**src/hw/rtl/rsf_pkg.sv**
```systemverilog
// shared types, constants and rate table for the rate servo and trigger fire control
package rsf_pkg;

    typedef enum logic [1:0] {
        OP_LOOP    = 2'd0,
        OP_CMD     = 2'd1,
        OP_TIMEOUT = 2'd2,
        OP_RELEASE = 2'd3
    } op_t;

    localparam int CFG_POS_BITS = 24;
    localparam int CFG_BITS     = 24;
    localparam int CFG_IDX_BITS = 3;
    localparam int RATE_BITS    = 15;

    localparam logic [CFG_IDX_BITS-1:0] REG_MAX_POSITION  = 3'd0;
    localparam logic [CFG_IDX_BITS-1:0] REG_MIN_POSITION  = 3'd1;
    localparam logic [CFG_IDX_BITS-1:0] REG_CENTER_DUTY   = 3'd2;
    localparam logic [CFG_IDX_BITS-1:0] REG_MIN_OFF_COUNT = 3'd3;
    localparam logic [CFG_IDX_BITS-1:0] REG_MAG_ON_TIME   = 3'd4;

    localparam logic signed [CFG_POS_BITS-1:0] MAX_POSITION_RST = 24'sd520000;
    localparam logic signed [CFG_POS_BITS-1:0] MIN_POSITION_RST = -24'sd640000;
    localparam logic [15:0] CENTER_DUTY_RST   = 16'd6542;
    localparam logic [3:0]  MIN_OFF_COUNT_RST = 4'd3;
    localparam logic [7:0]  MAG_ON_TIME_RST   = 8'd150;

    localparam logic [7:0]  STICK_CENTER = 8'd128;
    localparam logic [15:0] SHOT_FAULTED = 16'd65535;

    typedef struct packed {
        logic signed [CFG_POS_BITS-1:0] max_position;
        logic signed [CFG_POS_BITS-1:0] min_position;
        logic [15:0]                    center_duty;
        logic [3:0]                     min_off_count;
        logic [7:0]                     mag_on_time;
    } cfg_t;

    typedef struct packed {
        logic        fire_drive;
        logic        mag_drive;
        logic [15:0] shot_report;
        logic        fault;
        logic        trigger_accepted;
    } fire_status_t;

    // elevation rate per stick step away from center, entry 0 unused
    localparam logic [RATE_BITS-1:0] RATE_ROM [0:128] = '{
        15'd10, 15'd11, 15'd12, 15'd13, 15'd15, 15'd16, 15'd18, 15'd19,
        15'd21, 15'd24, 15'd26, 15'd29, 15'd31, 15'd35, 15'd38, 15'd42,
        15'd46, 15'd51, 15'd56, 15'd61, 15'd67, 15'd74, 15'd81, 15'd90,
        15'd98, 15'd108, 15'd119, 15'd131, 15'd144, 15'd159, 15'd174, 15'd192,
        15'd211, 15'd267, 15'd323, 15'd379, 15'd435, 15'd491, 15'd546, 15'd602,
        15'd658, 15'd714, 15'd770, 15'd826, 15'd882, 15'd938, 15'd994, 15'd1050,
        15'd1106, 15'd1161, 15'd1217, 15'd1273, 15'd1329, 15'd1385, 15'd1441, 15'd1497,
        15'd1553, 15'd1609, 15'd1665, 15'd1720, 15'd1776, 15'd1832, 15'd1888, 15'd1944,
        15'd2000, 15'd2312, 15'd2625, 15'd2938, 15'd3250, 15'd3562, 15'd3875, 15'd4188,
        15'd4500, 15'd4812, 15'd5125, 15'd5438, 15'd5750, 15'd6062, 15'd6375, 15'd6688,
        15'd7000, 15'd7312, 15'd7625, 15'd7938, 15'd8250, 15'd8562, 15'd8875, 15'd9188,
        15'd9500, 15'd9812, 15'd10125, 15'd10438, 15'd10750, 15'd11062, 15'd11375, 15'd11688,
        15'd12000, 15'd12312, 15'd12625, 15'd12938, 15'd13250, 15'd13562, 15'd13875, 15'd14188,
        15'd14500, 15'd14812, 15'd15125, 15'd15438, 15'd15750, 15'd16062, 15'd16375, 15'd16688,
        15'd17000, 15'd17312, 15'd17625, 15'd17938, 15'd18250, 15'd18562, 15'd18875, 15'd19188,
        15'd19500, 15'd19812, 15'd20125, 15'd20438, 15'd20750, 15'd21062, 15'd21375, 15'd21688,
        15'd21688
    };

endpackage

```
**src/hw/rtl/rate_servo_and_trigger_fire_control.sv**
```systemverilog
// top level of the elevation servo and fire actuator controller
//
// Each input word is one event (loop pass, command, fire timeout or switch
// release, chosen by s_tuser) and yields exactly one output word. A command
// steps the signed elevation position by a rate from a 129-entry table
// (subtracted above stick center, added below) and clamps it against the
// limit registers; the servo duty is center_duty plus the position shifted
// right by 8, saturated to 16 bits. Trigger presses qualify only after
// min_off_count trigger-off commands in a row, a qualified press starts
// firing and the timeout timer unless already firing or faulted, a timeout
// while the timer runs latches a sticky fault, and a switch release while
// firing counts a shot and arms the magazine countdown. Words pass an input
// register and then a result register, which drives m. One word per cycle
// is sustained while results are taken, since table lookup, add, clamp and
// duty saturation all sit in the single stage between the two registers.
// Both registers advance whenever the result register is empty or being
// drained. Configuration writes are meant for an idle block.
module rate_servo_and_trigger_fire_control
    import rsf_pkg::*;
#(
    parameter int POSITION_BITS = 24
)
(
    input  logic                    clk,
    input  logic                    rst_n,
    // input words
    input  logic                    s_tvalid,
    output logic                    s_tready,
    input  logic [15:0]             s_tdata,   // stick_elevation[7:0], trigger_pressed, mag_inhibit
    input  logic [1:0]              s_tuser,   // op
    // result words
    output logic                    m_tvalid,
    input  logic                    m_tready,
    output logic [39:0]             m_tdata,   // elevation_duty[15:0], fire_drive, mag_drive,
                                               // shot_report[15:0], fault, trigger_accepted
    // configuration
    input  logic                    cfg_we,
    input  logic [CFG_IDX_BITS-1:0] cfg_index,
    input  logic [CFG_BITS-1:0]     cfg_data
);

    cfg_t         cfg_reg;
    logic         in_valid_reg;
    op_t          op_reg;
    logic [7:0]   stick_reg;
    logic         trigger_reg;
    logic         inhibit_reg;
    logic         out_valid_reg;
    logic [15:0]  out_duty_reg;
    fire_status_t out_status_reg;
    logic         advance;
    logic         step;
    logic [15:0]  duty;
    fire_status_t status;

    // result register frees up when empty or being taken
    assign advance  = !out_valid_reg || m_tready;
    assign step     = in_valid_reg && advance;
    assign s_tready = !in_valid_reg || advance;

    // configuration registers
    always_ff @(posedge clk or negedge rst_n)
    begin
        if (!rst_n)
        begin
            cfg_reg.max_position  <= MAX_POSITION_RST;
            cfg_reg.min_position  <= MIN_POSITION_RST;
            cfg_reg.center_duty   <= CENTER_DUTY_RST;
            cfg_reg.min_off_count <= MIN_OFF_COUNT_RST;
            cfg_reg.mag_on_time   <= MAG_ON_TIME_RST;
        end
        else if (cfg_we)
        begin
            unique case (cfg_index)
                REG_MAX_POSITION:  cfg_reg.max_position  <= $signed(cfg_data[CFG_POS_BITS-1:0]);
                REG_MIN_POSITION:  cfg_reg.min_position  <= $signed(cfg_data[CFG_POS_BITS-1:0]);
                REG_CENTER_DUTY:   cfg_reg.center_duty   <= cfg_data[15:0];
                REG_MIN_OFF_COUNT: cfg_reg.min_off_count <= cfg_data[3:0];
                REG_MAG_ON_TIME:   cfg_reg.mag_on_time   <= cfg_data[7:0];
                default:
                begin
                end
            endcase
        end
    end

    // input register
    always_ff @(posedge clk or negedge rst_n)
    begin
        if (!rst_n)
        begin
            in_valid_reg <= 1'b0;
        end
        else if (s_tready)
        begin
            in_valid_reg <= s_tvalid;
        end
    end

    always_ff @(posedge clk)
    begin
        if (s_tvalid && s_tready)
        begin
            op_reg      <= op_t'(s_tuser);
            stick_reg   <= s_tdata[7:0];
            trigger_reg <= s_tdata[8];
            inhibit_reg <= s_tdata[9];
        end
    end

    rsf_servo #(
        .POSITION_BITS (POSITION_BITS)
    ) u_servo (
        .clk   (clk),
        .rst_n (rst_n),
        .step  (step),
        .op    (op_reg),
        .stick (stick_reg),
        .cfg   (cfg_reg),
        .duty  (duty)
    );

    rsf_fire u_fire (
        .clk             (clk),
        .rst_n           (rst_n),
        .step            (step),
        .op              (op_reg),
        .trigger_pressed (trigger_reg),
        .mag_inhibit     (inhibit_reg),
        .cfg             (cfg_reg),
        .status          (status)
    );

    // result register
    always_ff @(posedge clk or negedge rst_n)
    begin
        if (!rst_n)
        begin
            out_valid_reg <= 1'b0;
        end
        else if (advance)
        begin
            out_valid_reg <= in_valid_reg;
        end
    end

    always_ff @(posedge clk)
    begin
        if (step)
        begin
            out_duty_reg   <= duty;
            out_status_reg <= status;
        end
    end

    assign m_tvalid = out_valid_reg;
    assign m_tdata  = {4'b0000,
                       out_status_reg.trigger_accepted,
                       out_status_reg.fault,
                       out_status_reg.shot_report,
                       out_status_reg.mag_drive,
                       out_status_reg.fire_drive,
                       out_duty_reg};

    // a faulted word always reports the fault shot code
    assert property (@(posedge clk) disable iff (!rst_n)
        (m_tvalid && out_status_reg.fault) |-> (out_status_reg.shot_report == SHOT_FAULTED))
        else $error("faulted word without fault shot code");

    // a qualified press leaves the actuator firing or the block faulted
    assert property (@(posedge clk) disable iff (!rst_n)
        (m_tvalid && out_status_reg.trigger_accepted)
            |-> (out_status_reg.fire_drive || out_status_reg.fault))
        else $error("accepted trigger without firing or fault");

    // firing never starts or continues under a fault
    assert property (@(posedge clk) disable iff (!rst_n)
        m_tvalid |-> !(out_status_reg.fire_drive && out_status_reg.fault))
        else $error("fire drive active while faulted");

    // a held input word is not dropped while the result side stalls
    assert property (@(posedge clk) disable iff (!rst_n)
        (in_valid_reg && !advance) |=> in_valid_reg)
        else $error("input word lost during stall");

endmodule

```
**src/hw/rtl/rsf_servo.sv**
```systemverilog
// elevation position accumulator with clamp and servo duty computation
module rsf_servo
    import rsf_pkg::*;
#(
    parameter int POSITION_BITS = 24
)
(
    input  logic        clk,
    input  logic        rst_n,
    input  logic        step,
    input  op_t         op,
    input  logic [7:0]  stick,
    input  cfg_t        cfg,
    output logic [15:0] duty
);

    localparam int CW = ((POSITION_BITS > CFG_POS_BITS) ? POSITION_BITS : CFG_POS_BITS) + 2;
    localparam int SW = POSITION_BITS - 8;
    localparam int DW = ((SW > 16) ? SW : 16) + 2;
    localparam logic signed [DW-1:0] DUTY_MAX = DW'(65535);

    logic signed [POSITION_BITS-1:0] position_reg;
    logic signed [POSITION_BITS-1:0] position_next;
    logic [7:0]                      rom_index;
    logic [RATE_BITS-1:0]            rate;
    logic signed [CW-1:0]            pos_ext;
    logic signed [CW-1:0]            rate_ext;
    logic signed [CW-1:0]            max_ext;
    logic signed [CW-1:0]            min_ext;
    logic signed [CW-1:0]            sum;
    logic signed [SW-1:0]            shifted;
    logic signed [DW-1:0]            duty_sum;

    always_comb
    begin
        // distance from center: stick above center uses its low bits
        rom_index = stick[7] ? {1'b0, stick[6:0]} : (STICK_CENTER - stick);
        rate      = RATE_ROM[rom_index];
        pos_ext   = CW'(position_reg);
        rate_ext  = $signed(CW'(rate));
        max_ext   = CW'(cfg.max_position);
        min_ext   = CW'(cfg.min_position);
        sum       = pos_ext;
        if (stick > STICK_CENTER)
        begin
            sum = pos_ext - rate_ext;
            if (sum < min_ext)
            begin
                sum = min_ext;
            end
        end
        else if (stick < STICK_CENTER)
        begin
            sum = pos_ext + rate_ext;
            if (sum > max_ext)
            begin
                sum = max_ext;
            end
        end
        position_next = position_reg;
        if (step && (op == OP_CMD))
        begin
            position_next = sum[POSITION_BITS-1:0];
        end
    end

    // floor shift by 8, then add center and saturate
    always_comb
    begin
        shifted  = position_next[POSITION_BITS-1:8];
        duty_sum = DW'(shifted) + $signed(DW'(cfg.center_duty));
        if (duty_sum < 0)
        begin
            duty = 16'd0;
        end
        else if (duty_sum > DUTY_MAX)
        begin
            duty = 16'hFFFF;
        end
        else
        begin
            duty = duty_sum[15:0];
        end
    end

    always_ff @(posedge clk or negedge rst_n)
    begin
        if (!rst_n)
        begin
            position_reg <= '0;
        end
        else
        begin
            position_reg <= position_next;
        end
    end

endmodule

```
**src/hw/rtl/rsf_fire.sv**
```systemverilog
// trigger qualification, fire cycle, fault, shot count and magazine countdown
module rsf_fire
    import rsf_pkg::*;
(
    input  logic         clk,
    input  logic         rst_n,
    input  logic         step,
    input  op_t          op,
    input  logic         trigger_pressed,
    input  logic         mag_inhibit,
    input  cfg_t         cfg,
    output fire_status_t status
);

    logic [3:0]  off_count_reg, off_count_next;
    logic        firing_reg, firing_next;
    logic        timer_reg, timer_next;
    logic        fault_reg, fault_next;
    logic [15:0] shot_reg, shot_next;
    logic [7:0]  mag_remaining_reg, mag_remaining_next;
    logic        last_inhibit_reg, last_inhibit_next;
    logic        mag_pin_reg, mag_pin_next;
    logic        accepted;

    always_comb
    begin
        off_count_next     = off_count_reg;
        firing_next        = firing_reg;
        timer_next         = timer_reg;
        fault_next         = fault_reg;
        shot_next          = shot_reg;
        mag_remaining_next = mag_remaining_reg;
        last_inhibit_next  = last_inhibit_reg;
        mag_pin_next       = mag_pin_reg;
        accepted           = 1'b0;
        if (step)
        begin
            case (op)
                OP_CMD:
                begin
                    if (trigger_pressed)
                    begin
                        accepted       = (off_count_reg >= cfg.min_off_count);
                        off_count_next = '0;
                    end
                    else if (off_count_reg >= cfg.min_off_count)
                    begin
                        off_count_next = cfg.min_off_count;
                    end
                    else
                    begin
                        off_count_next = off_count_reg + 4'd1;
                    end
                    last_inhibit_next = mag_inhibit;
                    if (accepted && !firing_reg && !fault_reg)
                    begin
                        firing_next = 1'b1;
                        timer_next  = 1'b1;
                    end
                end
                OP_TIMEOUT:
                begin
                    if (timer_reg)
                    begin
                        timer_next         = 1'b0;
                        firing_next        = 1'b0;
                        fault_next         = 1'b1;
                        mag_remaining_next = '0;
                    end
                end
                OP_RELEASE:
                begin
                    timer_next = 1'b0;
                    if (firing_reg)
                    begin
                        firing_next        = 1'b0;
                        shot_next          = shot_reg + 16'd1;
                        mag_remaining_next = cfg.mag_on_time;
                    end
                end
                default:
                begin
                end
            endcase
            // loop and command passes run the magazine countdown
            if ((op == OP_LOOP) || (op == OP_CMD))
            begin
                if (mag_remaining_reg != 8'd0)
                begin
                    mag_remaining_next = mag_remaining_reg - 8'd1;
                    mag_pin_next       = !last_inhibit_next;
                end
                else
                begin
                    mag_pin_next = 1'b0;
                end
            end
        end
    end

    always_comb
    begin
        status.fire_drive       = firing_next;
        status.mag_drive        = mag_pin_next;
        status.shot_report      = fault_next ? SHOT_FAULTED : shot_next;
        status.fault            = fault_next;
        status.trigger_accepted = accepted;
    end

    always_ff @(posedge clk or negedge rst_n)
    begin
        if (!rst_n)
        begin
            off_count_reg     <= '0;
            firing_reg        <= 1'b0;
            timer_reg         <= 1'b0;
            fault_reg         <= 1'b0;
            shot_reg          <= '0;
            mag_remaining_reg <= '0;
            last_inhibit_reg  <= 1'b0;
            mag_pin_reg       <= 1'b0;
        end
        else
        begin
            off_count_reg     <= off_count_next;
            firing_reg        <= firing_next;
            timer_reg         <= timer_next;
            fault_reg         <= fault_next;
            shot_reg          <= shot_next;
            mag_remaining_reg <= mag_remaining_next;
            last_inhibit_reg  <= last_inhibit_next;
            mag_pin_reg       <= mag_pin_next;
        end
    end

endmodule
```
**config.mk**
```make
export PLATFORM = sky130hd
export DESIGN_NAME = rate_servo_and_trigger_fire_control
export DESIGN_NICKNAME = d
export VERILOG_FILES = /design/src/hw/rtl/rsf_pkg.sv /design/src/hw/rtl/rate_servo_and_trigger_fire_control.sv /design/src/hw/rtl/rsf_servo.sv /design/src/hw/rtl/rsf_fire.sv
export SDC_FILE = /design/constraint.sdc
export NUM_CORES = 1
export LEC_CHECK = 0
export ABC_CLOCK_PERIOD_IN_PS = 11700
export BUFFER_PORTS_ARGS = -buffer_cell sky130_fd_sc_hd__buf_2
export CAP_MARGIN = 10
export CORE_MARGIN = 5
export CORE_UTILIZATION = 35
export CTS_CLUSTER_SIZE = 14
export DETAILED_ROUTE_END_ITERATION = 16
export SYNTH_ARGS = -nofsm -noshare
export SYNTH_HDL_FRONTEND = slang
export SYNTH_SLANG_ARGS = --single-unit
```
**constraint.sdc**
```tcl
create_clock -name clk -period 11.7 [get_ports clk]
set_input_delay 0.585 -clock clk [delete_from_list [all_inputs] [get_ports clk]]
set_output_delay 0.585 -clock clk [all_outputs]
set_load 0.02 [all_outputs]
```
# After elaboration in Yosys (flattened, before gate mapping)
# Memory sizes are Yosys's and may differ from the RTL's.
# Cells that the tools add are included.
# word_totals
mem_bits_ro	3840
input_bits	50
memories	1
regBits	183
# mem_list
memory	depth	word_bits	rd	rd_ports_with_merged_regs	wr	line	rtl
(no name shown)	256	15	1	0	0	rsf_servo.sv:38	rate = RATE_ROM[rom_index];
# classes
eq_ne	8
muxes	36
addsub	7
magnitude_cmp	8
n_reduce_logical	27
bitwise_logic	1
# op_table
operator	count
$mux W24	5
$mux W16	4
$mux W8	5
$mux W15	2
$add A24 B16 Y25	1
$gt A25 B24 Y1	1
$lt A25 B24 Y1	1
$sub A24 B16 Y25	1
$add A16 B17 Y18	1
$gt A18 B17 Y1 const B	1
$lt A18 B1 Y1 const B	1
$add A16 B1 Y16 const B	1
$pmux W8 S2	1
$mux W1	15
$reduce_and A2 Y1	7
$ge A9 B9 Y1 const B	1
$not A8 Y9	1
$gt A8 B8 Y1 const B	1
$lt A8 B8 Y1 const B	1
$mux W4	2
$reduce_bool A8 Y1	1
$sub A8 B1 Y8 const B	1
$sub A8 B8 Y8 const A	1
$eq A3 B2 Y1 const B	2
other kinds (17)	29

# Depth between registers and ports, before layout
# logic_depth
depth_word	15
depth_mapped	53
ltp_nobuf	47

# Modules after synthesis
# From an unflattened synthesis, not the netlist that was laid out.
# unflattened
cells_unflattened	1578
hier_area_um2	14574.0
# modules_own_cells
module	cells_each	area_per_inst_um2	seq_area_each_um2	instances
rsf_servo	1119	7752.4	600.6	1
rate_servo_and_trigger_fire_control	226	4668.2	3435.8	1
rsf_fire	233	2153.3	825.8	1

# Worst setup path before layout
# No wires, ideal clock.
# synth_path
path_type	register -> register
from	register stick_reg[0]
to	register out_duty_reg[3] (data pin)
period_less_slack_ps	10260
arrival_time_ps	9994
path_slack_ps	1440
setup_time_ps	265
t_required_ps	11435
path_stages_with_launch	52
n_path_buf	6
path_cell_list	edfxtp_1 -> clkbuf_1 -> inv_1 -> ha_1 -> mux2_2 -> inv_1 -> ha_1 -> clkbuf_1 -> inv_1 -> ha_1 -> nor3b_1 -> a211oi_1 -> a311oi_1 -> a21oi_1 -> a21oi_1 -> nand2_1 -> ha_1 -> buf_2 -> [16 not listed] -> buf_2 -> nand2_1 -> o21ai_0 -> o22ai_1 -> a31oi_1 -> ha_1 -> fa_1 -> a21o_1 -> a41oi_1 -> a31oi_1 -> o21ai_0 -> o21ai_1 -> nor3_1 -> or4b_2 -> nand2_1 -> xnor2_2 -> buf_6 -> a21oi_2
# synth_via
elab_chain_len	15
# synth_rtl
element	line	rtl
start: declaration	rate_servo_and_trigger_fire_control.sv:45	logic [7:0] stick_reg;
start signal: assignment	rate_servo_and_trigger_fire_control.sv:105	stick_reg <= s_tdata[7:0];
$sub A8 B8 Y8	rsf_servo.sv:37	rom_index = stick[7] ? {1'b0, stick[6:0]} : (STICK_CENTER - stick);
$mux W8	rsf_servo.sv:37	
$not A8 Y9 (implied by the code)	rsf_servo.sv:38	
$mem_v2 Z256 W15	n/a	
$mux W15 (implied by the code) (2 in a row)	rsf_servo.sv:38	
$add A24 B16 Y25	rsf_servo.sv:54	sum = pos_ext + rate_ext;
$gt A25 B24 Y1	rsf_servo.sv:55	if (sum > max_ext)
$mux W24	rsf_servo.sv:55	
$mux W24	rsf_servo.sv:52	else if (stick < STICK_CENTER)
$mux W24 (*)	rsf_servo.sv:44	if (stick > STICK_CENTER)
$mux W24 (*)	rsf_servo.sv:61	if (step && (op == OP_CMD))
named net u_servo.position_next[8]	rsf_servo.sv:23	logic signed [POSITION_BITS-1:0] position_next;
$add A16 B17 Y18 (*)	rsf_servo.sv:71	duty_sum = DW'(shifted) + $signed(DW'(cfg.center_duty));
$gt A18 B17 Y1	rsf_servo.sv:76	else if (duty_sum > DUTY_MAX)
$mux W16	rsf_servo.sv:76	
end signal: assignment	rate_servo_and_trigger_fire_control.sv:151	out_duty_reg <= duty;
end: declaration	rate_servo_and_trigger_fire_control.sv:49	logic [15:0] out_duty_reg;
# Mark *: on every way through the listed nets, which the timed path passes. The rest lies on a longest branch. The select of a mux whose other input is x is not followed.
# A chain may end at the register's enable or synchronous reset.

# Final worst setup path
# layout_path
from	register stick_reg[1]
to	register out_duty_reg[5] (data pin)
# The elaborated chain is that of the path after synthesis.

==> reports/metrics.cfg <==
[drt]
wl_per_cell_um = 18.4
drc = 0
drt_iter0_drc = 881
antenna_left = 0
wl_um = 39200
first_pass_iters = 7
routed-via-count = 11548
via_per_inst = 5.43

[logic_synthesis]
synth_top_area_share_pct = 18.5
synth.area.top_cells = dfrtp_1 18%, ha_1 11%, edfxtp_1 11%
synth_ff_type = dfrtp_1
synth_top_area_cell = dfrtp_1
synth_warnings = 0
postSynth.asyncResetShare_pct = 73.8
synthCells = 1538
syn_avg_cell_area_um2 = 8.88
synth_area_um2 = 13700
synth_seq_cells = 183
synth_edf_count = 48
ys_seq_area_share_pct = 35.6
ys_types = 89

[place]
io_buffers = 81
gp_congestion = 0.924
dp.final_hpwl_um = 29300

[worst_setup_path]
path_class = register to register
crit_path_start_kind = register
reg2reg_slack_ns = 0.87
max_stage_delay_ns = 0.66
critical_path_arrival_ns = 11.02
crit_slowest_cell = or4b_2
worst_ep_required_time_ns = 11.89
critPathMaxFanout = 11
critPathCaptureType = register

[clock_network]
cts_buffers = 17
clkTransAtPathRegs_ns = 0.08
cts.sinks = 183
cts_tree = yes
max-clock-path-buffers = 2
cts-root-buf = clkbuf_16
insertion_delay_ns = 0.46
cts-htree-levels = 4

[sta]
max_slew_margin_pct = 28.6
rsz0062_at_grt = no
hold_violations = 0
fin_skew_ns = 0.0129
period_needed_ns = 10.83
fin_tns_setup_ns = 0
fmax_mhz = 92.3
period_share_pct = 92.6
slew_violations = 0
setup_viol = 0
worst_pin_slew_ns = 1.07
fin_hold_ws_ns = 0.214

[power]
seq_power_share_pct = 24.0
power_frac_clock_pct = 13.7
powerDensity_nw_per_um2 = 282
irDropWorstVdd_uv = 132
p_leak_nw = 6.40
comb_power_share_pct = 62.3
p_sw_mw = 2.04
netSwitchingFraction_pct = 47.1
intPower_mw = 2.29

[status]
status = completed

[global_routing]
grt_antenna_before_repair = 0
grt_pass1_vias = 11345
overflow = 0
grt_pass1_wl_um = 63100
grt_max_degree = 91
grt_usage_pct = 18.1

[layout]
n_fill_cell = 3923
largest_reg_flops = 76
layout-area-overhead-vs-synth_pct = 12.3
nNetsFinal = 1771
drive_gt1_share_pct = 17.0
diodes = 0

[floorplan]
rows = 72
dieWidth_um = 208
start_util_pct = 35.4
dieArea_um2 = 43100
core_area_um2 = 38600
die-height_um = 208
ios = 92

[flow_run]
drv_cap = 0

[min_path]
hold_path_class = primary input to async pin

-- cells in the final DEF, fill, tap and decap left out, types with 27 or more instances in the layout --
master      n
nand2_1   151
o21ai_0   124
ha_1      120
nor2_1    114
a21oi_1   109
dfrtp_1   101
inv_1      97
buf_2      80
edfxtp_1   48
nand3_1    47
xnor2_1    45
buf_4      42
mux2_2     36
nand2b_1   34
dfstp_2    34
nor3_1     28
xor2_1     27
-- synthesized netlist by cell type (9+ instances only) --
cell type,count
dfstp_2,34
o221ai_1,14
a311oi_1,10
nand2b_1,34
xor2_1,29
o31ai_1,16
mux2_2,36
dfrtp_1,101
a21oi_2,12
o21bai_1,9
ha_1,121
buf_2,9
a21oi_1,109
nor3_1,28
edfxtp_1,48
o21ai_0,124
a211oi_1,19
mux2i_1,18
inv_1,98
nand2_1,151
a21o_1,17
clkbuf_1,58
o21a_1,16
nand4_1,14
o211ai_1,25
nor2_1,115
xnor2_1,49
nand3_1,47
a31oi_1,25
-- routing by layer --
| layer | up-vias | share of wire (%) | track usage (%) |
|---|---|---|---|
| li1 | 5648 | - | - |
| met1 | 5538 | 46 | 24.5 |
| met2 | 301 | 46 | 28.9 |
| met3 | 61 | 4.6 | 3.10 |
| met4 | 0 | 3.6 | 7.07 |
| met5 | - | 0 | 0 |
-- kinds of logic after synthesis --
group / after synthesis / share of synthesized area (%)
fa+ha+maj: 124 / 11.5
mux: 54 / 4.29
compound gates: 461 / 21.9
other cells: 1 / 0.0274
xor+xnor: 81 / 5.36
flops: 183 / 35.6
buf+inv: 185 / 5.68
simple gates: 449 / 15.6
-- power by group through the flow --
stage / logic (mW) / clock network [mW] / registers [mW]
after CTS: 2.65 / 0.615 / 1.04
after global placement: 2.59 / 0 / 1.04
after global routing: 3.02 / 0.637 / 1.06
after floorplan: 1.95 / 0 / 1.05
final: 2.69 / 0.593 / 1.04
after detailed placement: 2.63 / 0 / 1.05
-- critical path, delay by kind of cell, from the launching register on --
family,cells,cell delay [ns]
and+or+nand+nor,9,2.16
buffers and inverters,4,0.69
AOI/OAI and AO/OA,21,4.00
DFF,1,0.44
xor gates and xnor gates,2,0.39
muxes,2,0.90
adders and majority gates,7,1.98
-- cell type report --
class                           instances  area (um2)  share of cell area (%)
Clock buffer                           18         450                    2.93
Clock inverter                         14         150                   0.978
Inverter                               99         372                    2.42
Multi-Input combinational cell       1173        8140                    53.0
Sequential cell                       183        4860                    31.7
Tap cell                              518         648                    4.22
Timing Repair Buffer                  123         727                    4.74
-- path summary, 6_finish.rpt --
path                                                    start                            end  cells after the start
worst max-delay path                   stick_reg[1]$_DFFE_PP_  out_duty_reg[5]$_SDFFCE_PN0P_                     45
min in group clk                                   s_tdata[2]         stick_reg[2]$_DFFE_PP_                      1
max in group asynchronous                               rst_n        cfg_reg[71]$_DFFE_PN0P_                      2
worst max register to register         stick_reg[1]$_DFFE_PP_  out_duty_reg[5]$_SDFFCE_PN0P_                     45
worst min-delay path                                    rst_n   u_fire.shot_reg[8]$_DFF_PN0_                      1
worst min register to register  u_fire.shot_reg[10]$_DFF_PN0_  u_fire.shot_reg[10]$_DFF_PN0_                      1
-- stage by stage --
stage | instances | util, % | power [mW] | instance area (um2) | setup slack, ns
2_1_floorplan | 1541 | - | 3.00 | 13700 | 1.44
3_3_place_gp | 2093 | 38.0 | 3.63 | 14700 | 0.812
3_5_place_dp | 2093 | 38.0 | 3.68 | 14700 | 0.574
4_1_cts | 2125 | 39.6 | 4.30 | 15300 | 0.493
5_1_grt | 2128 | 39.7 | 4.71 | 15300 | 0.0922
6_report | 2128 | 39.7 | 4.32 | 15300 | 0.866
-- what timing repair did --
| action | CTS | global route |
|---|---|---|
| hold buffers | 0 | 0 |
| resized for setup | 0 | 5 |
| endpoints found under the setup margin | 0 | 14 |
| buffers inserted | 0 | 3 |
(Power assumes the default switching activity.)
